File: config.mk
export PLATFORM = sky130hd
export DESIGN_NAME = pcqsg_cell
export DESIGN_NICKNAME = d
export VERILOG_FILES = /design/src/design/pcqsg_pkg.sv /design/src/design/pcqsg_cell.sv
export SDC_FILE = /design/constraint.sdc
export NUM_CORES = 1
export LEC_CHECK = 0
export BUFFER_PORTS_ARGS = -buffer_cell sky130_fd_sc_hd__buf_2
export CAP_MARGIN = 10
export CORE_ASPECT_RATIO = 1.5
export CORE_MARGIN = 4
export CORE_UTILIZATION = 60
export DETAILED_ROUTE_END_ITERATION = 7
export GPL_TIMING_DRIVEN = 0
export PLACE_DENSITY = 0.87
export SLEW_MARGIN = 0
export SYNTH_ARGS = -nofsm -noshare
export SYNTH_HDL_FRONTEND = slang
export SYNTH_SLANG_ARGS = --single-unit
File: constraint.sdc
create_clock -name clk -period 13.52 [get_ports clk]
set_input_delay 4.056 -clock clk [delete_from_list [all_inputs] [get_ports clk]]
set_output_delay 4.056 -clock clk [all_outputs]
set_load 0.02 [all_outputs]
File: src/design/pcqsg_pkg.sv
// Shared types, widths and codes for the per-cluster queue steal gate.
`timescale 1ns / 1ps

package pcqsg_pkg;

  localparam int NUM_CLUSTERS = 16;
  localparam int MAX_DEPTH    = 65535;

  localparam int IDX_W      = $clog2(NUM_CLUSTERS);
  localparam int CNT_W      = $clog2(NUM_CLUSTERS + 1);
  localparam int DEPTH_W    = 16;
  localparam int TIME_W     = 64;
  localparam int MIN_W      = 16;
  localparam int DELAY_W    = 32;
  localparam int ACT_W      = 5;
  localparam int CLU_W      = 4;
  localparam int STAT_W     = 3;
  localparam int SRC_W      = 4;
  localparam int CFG_IDX_W  = 2;
  localparam int CFG_DATA_W = 32;

  typedef logic [IDX_W-1:0]   idx_t;
  typedef logic [CNT_W-1:0]   cnt_t;
  typedef logic [DEPTH_W-1:0] depth_t;
  typedef logic [TIME_W-1:0]  time_t;

  typedef enum logic [CFG_IDX_W-1:0] {
    REG_STEAL_MIN   = 2'd0,
    REG_STEAL_DELAY = 2'd1,
    REG_ACTIVE      = 2'd2
  } reg_idx_t;

  typedef enum logic {
    REQ_ENQ  = 1'b0,
    REQ_DISP = 1'b1
  } req_t;

  typedef enum logic [STAT_W-1:0] {
    ST_ENQ   = 3'd0,
    ST_FULL  = 3'd1,
    ST_LOCAL = 3'd2,
    ST_STEAL = 3'd3,
    ST_NONE  = 3'd4
  } status_t;

  typedef enum logic [1:0] {
    C_NOP       = 2'd0,
    C_INC       = 2'd1,
    C_INC_STAMP = 2'd2,
    C_TAKE      = 2'd3
  } cell_op_t;

  // Broadcast from the controller to every cell of the row.
  typedef struct packed {
    cell_op_t             op;
    idx_t                 tgt;
    idx_t                 req;
    idx_t                 last;
    time_t                now;
    logic [MIN_W-1:0]     min_depth;
    logic [DELAY_W-1:0]   delay;
  } bcast_t;

  typedef struct packed {
    logic hit;
    logic stop;
  } cell_stat_t;

endpackage

File: src/design/pcqsg_cell.sv
// One queue cell: depth counter, head timestamp and one stage of the steal token chain.
`timescale 1ns / 1ps

module pcqsg_cell (
  input  logic                  clk,
  input  logic                  rst_n,
  input  pcqsg_pkg::idx_t       cell_idx,
  input  pcqsg_pkg::bcast_t     bc,
  input  logic                  tok_in,
  output logic                  tok_out,
  output pcqsg_pkg::cell_stat_t stat,
  output pcqsg_pkg::depth_t     depth
);
  import pcqsg_pkg::*;

  depth_t depth_r, depth_nxt;
  time_t  head_r, head_nxt;
  logic   tok_r;
  logic   mine, eligible, hit, is_last;

  always_comb begin
    mine     = (bc.tgt == cell_idx);
    eligible = (depth_r > bc.min_depth) &&
               ((bc.now - head_r) > TIME_W'(bc.delay));
    hit      = tok_r && (cell_idx != bc.req) && eligible;
    is_last  = (cell_idx == bc.last);
    tok_out   = tok_r && !hit && !is_last;
    stat.hit  = hit;
    stat.stop = tok_r && !hit && is_last;
    depth     = depth_r;
  end

  always_comb begin
    depth_nxt = depth_r;
    head_nxt  = head_r;
    case (bc.op)
      C_INC: begin
        if (mine) depth_nxt = depth_r + 1'b1;
      end
      C_INC_STAMP: begin
        if (mine) begin
          depth_nxt = depth_r + 1'b1;
          head_nxt  = bc.now;
        end
      end
      C_TAKE: begin
        if (mine) begin
          depth_nxt = depth_r - 1'b1;
          head_nxt  = bc.now;
        end
      end
      default: begin
        if (hit) begin
          depth_nxt = depth_r - 1'b1;
          head_nxt  = bc.now;
        end
      end
    endcase
  end

  always_ff @(posedge clk) begin
    if (!rst_n) begin
      depth_r <= '0;
      head_r  <= '0;
      tok_r   <= 1'b0;
    end else begin
      depth_r <= depth_nxt;
      head_r  <= head_nxt;
      tok_r   <= tok_in;
    end
  end

endmodule

Word-level counts from Yosys, hierarchy flattened:

Index checks and enable logic that the tools add are counted.

* multiply operators: 0
* bitwise gates (word level): 1
* $lt $le $gt $ge: 2
* mux-type cells: 7
* add/sub/neg operators: 3
* shift-type cells: 0
* equal/unequal tests: 9
* reductions and logical operators: 14
* divide/modulo/power cells: 0

Operator list (number)
* 2-to-1 mux 64 bit: 2
* case mux 64 bit (2 select lines): 1
* > comparator 64 x 32 -> 1 bit: 1
* subtractor 64 bit: 1
* 2-to-1 mux 16 bit: 3
* case mux 16 bit (2 select lines): 1
* adder 16 x 1 -> 16 bit (second input constant): 1
* > comparator 16 bit: 1
* subtractor 16 x 1 -> 16 bit (second input constant): 1
* == test 4 bit: 2
* logical AND 1 bit: 6
* AND reduction 3 bit: 2
* == test 2 bit (second input constant): 2
* inequality test 2 x 1 -> 1 bit (second input constant): 2
* inequality test 4 bit: 1
* OR reduction 2 bit: 2
* nonzero test 3 bit: 1
* == test 2 x 1 -> 1 bit (second input constant): 1
* zero test 1 bit: 2
* inequality test 2 bit (second input constant): 1
* nonzero test 2 bit: 1
* inverter 1 bit: 1

* latch bits: 0
* word-level logic and storage cells: 39
* bits in writable memories: 0
* memory bits (read-only): 0
* memories: 0
* register bits after elaboration: 81
* input port bits: 133

Longest topological paths before layout:

Gate-level depths: netlist (run 1).

* depth after elaboration: 7
* mapped depth: 27
* mapped depth without buffers: 25

Least setup slack after synthesis (run 1):

OpenSTA, ideal clock, no wires.

* path type: in2out
* start point: input bc[48] (netlist name)
* end point: output tok_out
* slack: 320 ps
* data arrival time: 9144 ps
* data required time: 9464 ps
* cell stages on the path: 25
* buffers on the path: 0
* cells stage by stage: inv_1 ha_1 inv_1 fa_1 a21o_1 a221oi_2 a2111o_2 a21oi_1 o21ai_1 nand2_1 a21oi_1 xnor2_1 ha_1 nand4_1 or4_1 nor2_1 a21oi_1 or4_1 nor4_1 and4_1 nand4_1 nor4_2 a41oi_2 nand2b_1 nor2b_1

* longest elaborated chain between the ends: 7

Ends and longest elaborated chain
* start: declaration: line pcqsg_cell.sv:8 `input pcqsg_pkg::bcast_t bc,`
* subtractor 64 bit: line pcqsg_cell.sv:24 `((bc.now - head_r) > TIME_W'(bc.delay));`
* > comparator 64 x 32 -> 1 bit: line pcqsg_cell.sv:24
* logical AND 1 bit: line pcqsg_cell.sv:23 `eligible = (depth_r > bc.min_depth) &&`
* logical AND 1 bit: line pcqsg_cell.sv:25 `hit = tok_r && (cell_idx != bc.req) && eligible;`
* via hit: line pcqsg_cell.sv:19 `logic mine, eligible, hit, is_last;`
* zero test 1 bit: line pcqsg_cell.sv:27 `tok_out = tok_r && !hit && !is_last;`
* logical AND 1 bit (2 in series): line pcqsg_cell.sv:27
* end: declaration: line pcqsg_cell.sv:10 `output logic tok_out,`

The timed path passes the listed nets, and every way through them passes these cells.

==> metrics.md, run 1 <==
| Metric | Value |
|---|---|
| Crit path max-delay cell type | `or4_4` |
| Hold Path Sink | `head_r[46]$_SDFFE_PN0P_` |
| Internal power | `0.000554 W` |
| Setup crit end kind | `primary output` |
| Clock skew | `16.5 ps` |
| Post-Synthesis Cells | `1533` |
| Pwr dens | `77.3 nW/um^2` |
| Top Ports | `152` |
| Async SR Flop Fraction | `0%` |
| Seq cells post-synth | `81` |
| Compound-gate portion of the synthesized area | `23.2%` |
| # diodes | `0` |
| Final hold violations | `0` |
| Clock latency on the worst-skew pair | `370 ps` |
| Core Util, Final | `70.7%` |
| CTS max path bufs | `2` |
| Synth cell types | `84` |
| Routed WL | `41700 um` |
| Fill cells | `1409` |
| Switch Pwr | `0.000426 W` |
| H-tree depth | `3` |
| P&R area growth vs syn | `16.2%` |
| Register area | `1620 sq um` |
| Status | `finished, violations left` |
| Hold WC Path Type | `flip-flop to flip-flop` |
| Post-synthesis simple-gate area fraction | `25.7%` |
| RSZ-0062 raised after global routing | `true` |
| Final Wtd Congestion | `1.04` |
| Slew @ Worst Pin | `1110 ps` |
| Finished Cell Area | `12700 sq um` |
| Die area | `20500 sq um` |
| Adder-cell share of the synthesized area | `14.9%` |
| Syn Area/Cell | `7.12 sq um` |
| Final Power | `0.000980 W` |
| Synth cell count leaders | `nand2_1, inv_1, ha_1` |
| Largest family of logic cells by synthesized area | `simple AND/OR/NAND/NOR gates` |
| Main synth FF type | `dfxtp_1` |
| First drt pass iteration count | `8` |
| Crit Reg-Reg Startpoint | `head_r[6]$_SDFFE_PN0P_` |
| Die Span Y | `173 um` |
| CTS sink count | `81` |
| Critical path data arrival time | `9480 ps` |
| Vias in the first global route | `12100` |
| CP Buf/Inv Count | `3` |
| Initial antenna violation count | `0` |
| Tot GR Track Use | `38.9%` |
| Most frequent cell after synthesis | `nand2_1` |
| Multi-input logic area | `8670 sq um` |
| Family with the most delay on the worst path | `simple AND/OR/NAND/NOR gates` |
| Mux contribution to synthesized area | `8.11%` |
| Final setup fails | `1` |
| # port buffers | `150` |
| Mean number of vias per cell | `6.44` |
| Core area | `17900 sq um` |
| Vias | `12500` |
| Final max-slew violation count | `0` |
| CTS Hold Bufs | `0` |
| Layout cells sized above 1 | `16.2%` |
| Xor-xnor portion of the synthesized cell area | `5.30%` |
| Maxcap violations | `0` |
| Area leader, netlist | `dfxtp_1` |
| Max VDD drop | `0.0771 mV` |
| Combinational share of power | `47.8%` |
| Cell Area, Synth | `10900 sq um` |
| Peak Freq | `0.0739 GHz` |
| R2R Path End | `head_r[43]$_SDFFE_PN0P_` |
| Fin crit period | `13530 ps` |
| Critical setup path kind | `primary input to primary output` |
| Reg power frac | `26.0%` |
| Placed cell area | `11900 sq um` |
| CTS tree | `yes` |
| # rows | `60` |
| Worst-path cell chain | `buf_2 -> ha_1 -> buf_2 -> a211o_1 -> o311ai_4 -> a21oi_1 -> a21oi_2 -> nor2_1 -> nor2_1 -> xnor2_1 -> ha_1 -> nand4_1 -> or4_4 -> nor2_4 -> a21oi_4 -> or4_4 -> nor4_4 -> and4_1 -> nand4_1 -> nor4_4 -> a41oi_2 -> nand2b_4 -> nor2_1 -> buf_4` |
| Initial DRC Count | `1119` |
| Crit-path most repeated cell | `nor2_1` |
| Syn nets | `1795` |
| Fin worst setup slack | `-13.4 ps` |
| Leakage power | `5.40 nW` |
| DP Wirelength | `34000 um` |
| Net count, final | `1979` |
| Worst stage delay on the critical path | `540 ps` |
| Critical Path RT | `9460 ps` |
| FF-to-FF path depth | `27` |
| Element type at the critical path start | `primary input` |
| Root Driver | `clkbuf_16` |
| Post-synth EDFFs | `0` |
| Max-slew headroom | `25.0%` |
| CTS buffer count | `9` |
| GR Overflow Total | `0` |
| Pre-CTS WS | `-956 ps` |
| WL/cell | `21.5 um` |
| Initial cell density of the core | `60.8%` |
| Pin count of the biggest net entering global routing | `18` |
| Switching Share | `43.5%` |
| Seq/Total Area, Yosys | `14.9%` |
| Synth Warn # | `0` |
| Hold path start | `head_r[46]$_SDFFE_PN0P_` |
| Die W | `118 um` |
| Clk pwr share | `26.2%` |
| Setup TNS | `-13.4 ps` |
| Period utilisation layout | `100%` |
| Clk pin slew, worst setup/hold paths | `70 ps` |
| CP Max Fanout | `7` |
| Synth top area share | `14.9%` |
| Largest cells by area after synthesis | `dfxtp_1, ha_1, nand2_1` |
| Antenna-violating nets left | `0` |
| DRC viols | `2` |
| First-pass GRT wire length | `63900 um` |
| R2r setup slk | `7040 ps` |
| Failing checks | `DRC, setup timing` |
| Worst hold stages | `2` |
==> layout make-up <==
cell class | instances | share of cell area [%]
buffer | 65 | 2.54
tap | 217 | 2.14
multi-input combinational | 1244 | 68.4
clock buffer | 9 | 1.78
clock inverter | 7 | 0.553
timing repair buffer | 177 | 7.72
inverter | 139 | 4.13
sequential | 81 | 12.8
==> worst max-delay path by stage <==
stage / slack (ps) / to / start / cells past startpoint
after floorplan: 320 / tok_out / bc[48] / 25
after global placement: -910 / tok_out / bc[54] / 23
after detailed placement: -960 / tok_out / bc[54] / 23
after CTS: 2 / stat[1] / bc[48] / 28
after global routing: -170 / tok_out / bc[54] / 24
final: -10 / stat[0] / bc[54] / 24
==> timing repair <==
action / CTS / global route
resized for setup: 18 / 44
pin swaps: 9 / 15
endpoints found under the setup margin: 3 / 3
setup buffers: 14 / 13
==> power groups by stage <==
| stage | Sequential (W) | Clock (W) | Combinational (W) |
|---|---|---|---|
| after detailed placement | 0.000260 | 0 | 0.000429 |
| after CTS | 0.000254 | 0.000256 | 0.000442 |
| after global routing | 0.000255 | 0.000265 | 0.000508 |
| after global placement | 0.000259 | 0 | 0.000419 |
| final | 0.000255 | 0.000257 | 0.000468 |
| after floorplan | 0.000260 | 0 | 0.000296 |
==> through the flow <==
| stage | hold slack, ps | std cells |
|---|---|---|
| 2_1_floorplan | 435 | 1533 |
| 5_1_grt | 474 | 1939 |
| 4_1_cts | 459 | 1929 |
| 3_3_place_gp | 441 | 1900 |
| 6_report | 459 | 1939 |
| 3_5_place_dp | 450 | 1900 |
==> kinds of logic after synthesis <==
family          count (synthesis)
simple gates                  579
compound gates                383
buf+inv                       208
fa+ha+maj                     129
mux                            87
flops                          81
xor+xnor                       66
==> state kept, by name (all words and copies together) (netlist names) <==
register  flops
tok_r         1
head_r       64
depth        16
==> worst min-delay path, stage by stage (launching register included) <==
cell and delay [ps]:
dfxtp_1 310, nand2_1 50, mux2i_1 50
==> routing by layer <==
layer	wire, um	vias up	GRT usage (%)
li1	-	5919	-
met1	15400	5823	42.3
met2	20700	570	70.2
met3	2470	170	5.07
met4	3090	0	24.9
met5	0	-	0
==> placed cells by master, fill, tap and decap left out, types with 8 or more instances in the layout <==
cell type	count
a21oi_2	8
mux2i_1	85
xnor2_1	36
nor3_1	22
o21a_1	16
buf_6	11
and4_1	15
a221oi_1	10
nand2_1	261
nand3_1	30
clkbuf_1	42
nor2_1	80
a31oi_1	9
buf_2	160
inv_1	137
buf_4	29
a21oi_1	117
ha_1	121
o21bai_1	10
nand2b_1	11
a21o_1	22
and2_1	13
nor2b_1	10
o21ai_0	64
o2111ai_1	8
xor2_1	28
a211oi_1	9
o21ai_1	13
nor4_1	16
nand4_1	56
clkbuf_16	9
dfxtp_1	81
o211ai_1	17
(Power assumes the default switching activity.)
==> inputs of run 2 (changes only) <==
--- a/config.mk
+++ b/config.mk
@@ -13,6 +13,7 @@
 export DETAILED_ROUTE_END_ITERATION = 7
 export GPL_TIMING_DRIVEN = 0
 export PLACE_DENSITY = 0.87
+export SETUP_SLACK_MARGIN = 0.15
 export SLEW_MARGIN = 0
 export SYNTH_ARGS = -nofsm -noshare
 export SYNTH_HDL_FRONTEND = slang
==> metrics.md, run 2 (synthesis results as in run 1) <==
| Metric | Value |
|---|---|
| Status | `finished, violations left` |
| Failing checks | `setup timing` |
| CP Buf/Inv Count | `3 (unchanged)` |
| CTS max path bufs | `2 (unchanged)` |
| Placed Instances | `1900 (unchanged)` |
| CTS buffer count | `9 (unchanged)` |
| Family with the most delay on the worst path | `simple AND/OR/NAND/NOR gates` |
| # diodes | `0 (unchanged)` |
| Net count, final | `1980 (+0.051%)` |
| H-tree depth | `3 (unchanged)` |
| Fin crit period | `13550 ps (+12.2 ps)` |
| Max VDD drop | `0.0771 mV (about the same)` |
| Top Ports | `152 (unchanged)` |
| Final hold violations | `0 (unchanged)` |
| First-pass GRT wire length | `64500 um (+1.0%)` |
| Clock latency on the worst-skew pair | `370 ps (about the same)` |
| Mean number of vias per cell | `6.49 (+0.81%)` |
| GR Overflow Total | `0 (unchanged)` |
| First drt pass iteration count | `8 (unchanged)` |
| Critical path data arrival time | `9490 ps (about the same)` |
| WL/cell | `21.5 um (about the same)` |
| Worst stage delay on the critical path | `570 ps (+30 ps)` |
| Initial cell density of the core | `60.8% (unchanged)` |
| Core Util, Final | `70.5% (-0.15 points)` |
| Period utilisation layout | `100% (about the same)` |
| DRC viols | `0 (-2)` |
| Met3 Usage GRT | `5.27% (+0.20 points)` |
| Core area | `17900 sq um (unchanged)` |
| Vias in the first global route | `12200 (+0.66%)` |
| Final Wtd Congestion | `1.04 (unchanged)` |
| Pwr dens | `77.3 nW/um^2 (about the same)` |
| Layout cells sized above 1 | `15.8% (-0.42 points)` |
| Pin count of the biggest net entering global routing | `18 (unchanged)` |
| Die area | `20500 sq um (unchanged)` |
| CTS sink count | `81 (unchanged)` |
| Routed WL | `41700 um (+0.11%)` |
| GR peak layer | `met2` |
| Die W | `118 um (unchanged)` |
| # rows | `60 (unchanged)` |
| Setup crit end kind | `primary output` |
| Die Span Y | `173 um (unchanged)` |
| CTS Hold Bufs | `0 (unchanged)` |
| Root Driver | `clkbuf_16` |
| CP Max Fanout | `7 (unchanged)` |
| Clk pin slew, worst setup/hold paths | `70 ps (about the same)` |
| Fill cells | `1429 (+1.4%)` |
| Final Power | `0.000978 W (-0.19%)` |
| Leakage power | `5.41 nW (+0.20%)` |
| Fin Hold WS | `459 ps (+0.330 ps)` |
| Critical setup path kind | `primary input to primary output` |
| CTS tree | `yes` |
| Hold WC Path Type | `flip-flop to flip-flop` |
| # port buffers | `150 (unchanged)` |
| Clock skew | `16.4 ps (-0.122 ps)` |
| Tot GR Track Use | `39.3% (+0.36 points)` |
| P&R area growth vs syn | `16.0%` |
| Met2 Use GR | `70.3% (+0.072 points)` |
| Crit path max-delay cell type | `or4_4` |
| Setup TNS | `-36.6 ps (-23.2 ps)` |
| Element type at the critical path start | `primary input` |
| Vias | `12600 (+0.87%)` |
| Final Non-Filler Cells | `1940 (+0.052%)` |
| Slew @ Worst Pin | `1100 ps (-15.0 ps)` |
| Commonest cells after routing, fill and taps aside | `nand2_1, buf_2, inv_1` |
| Worst-path cell chain | `buf_2 -> ha_1 -> buf_2 -> a211o_1 -> o311ai_4 -> a2111o_1 -> nand2_2 -> a21oi_2 -> xnor2_1 -> ha_1 -> nand4_1 -> or4_4 -> nor2_4 -> a21oi_2 -> or4_4 -> nor4_4 -> and4_1 -> nand4_1 -> nor4_4 -> a41oi_2 -> nand2b_4 -> nor2_2 -> buf_6` |
| Initial antenna violation count | `0 (unchanged)` |
| Fin worst setup slack | `-25.6 ps (-12.2 ps)` |
| Met1 Resource Use GR | `42.7% (+0.44 points)` |
| DP Wirelength | `34000 um (unchanged)` |
| Final max-slew violation count | `0 (unchanged)` |
| Max-slew headroom | `26.0% (+1.0 points)` |
| Most common library cell in the layout ignoring fill and taps | `nand2_1` |
| Final setup fails | `3 (+2)` |
| Top reg by flops | `head_r` |
| Antenna-violating nets left | `0 (unchanged)` |
| Critical Path RT | `9460 ps (about the same)` |
| Peak Freq | `0.0738 GHz (about the same)` |
| Maxcap violations | `0 (unchanged)` |
| RSZ-0062 raised after global routing | `true` |
| Max FFs per register | `64 (unchanged)` |
| Initial DRC Count | `1178 (+5.3%)` |
-- run 2: cell count changes in the layout (fill, tap and decap cells not counted), sizes merged --
cell / before / now
buf: 200 / 198
clkbuf: 51 / 54
-- run 2: final timing paths --
| path | from | endpoint | slack (ps) | cells after the start |
|---|---|---|---|---|
| min | head_r[46]$_SDFFE_PN0P_ | head_r[46]$_SDFFE_PN0P_ | 460 | 2 |
| max | bc[54] | stat[0] | -30 | 23 |
| min reg2reg | head_r[46]$_SDFFE_PN0P_ | head_r[46]$_SDFFE_PN0P_ | 460 | 2 |
| max reg2reg | head_r[6]$_SDFFE_PN0P_ | head_r[43]$_SDFFE_PN0P_ | 7030 | 26 |
-- run 2: per-stage QoR --
| step | setup WS, ps | cell area, sq um |
|---|---|---|
| after floorplan | 320 | 10900 |
| after global placement | -908 | 11900 |
| after detailed placement | -956 | 11900 |
| after CTS | 119 | 12500 |
| after global routing | -74.1 | 12700 |
| final | -25.6 | 12700 |
-- run 2: cell type report --
type                       instances  area (sq um)  area share [%]
multi-input combinational       1244          8630            68.2
sequential                        81          1620            12.8
timing repair buffer             174           960            7.58
inverter                         139           524            4.14
buffer                            69           352            2.78
tap                              217           272            2.15
clock buffer                       9           225            1.78
clock inverter                     7          70.1           0.554
-- run 2: routing by layer --
layer	wire length [um]	up-vias	part of all wire [%]
met5	0	-	0
met4	3560	0	8.5
met3	2610	204	6.2
met2	20400	650	49
met1	15200	5804	36
li1	-	5932	-
-- run 2: power breakdown --
part	total [W]	internal, W	switching [W]
clock	0.000257	0.000130	0.000127
combinational	0.000467	0.000174	0.000293
sequential	0.000255	0.000248	0.00000634
-- run 2: worst reg2reg max path, stage by stage, from the launching register on --
cell and delay [ps]:
dfxtp_1 340, inv_1 50, ha_1 270, buf_2 170, a211o_1 360, o311ai_4 440
a2111o_1 310, nand2_2 140, a21oi_2 160, xnor2_1 150, ha_1 340, nand4_1 130
or4_4 570, nor2_4 110, a21oi_2 60, or4_4 460, nor4_4 150, and4_1 210
nand4_1 210, nor4_4 350, a41oi_2 240, buf_4 210, buf_4 140, o31a_1 260
buf_6 190, buf_6 190, mux2i_1 180
-- run 2: what timing repair did --
action / 4_1_cts / 5_1_grt
pin swaps: 10 / 10
gates resized for setup: 36 / 23
cloned: 0 / 0
setup endpoints to repair: 3 / 3
setup buffers: 17 / 7
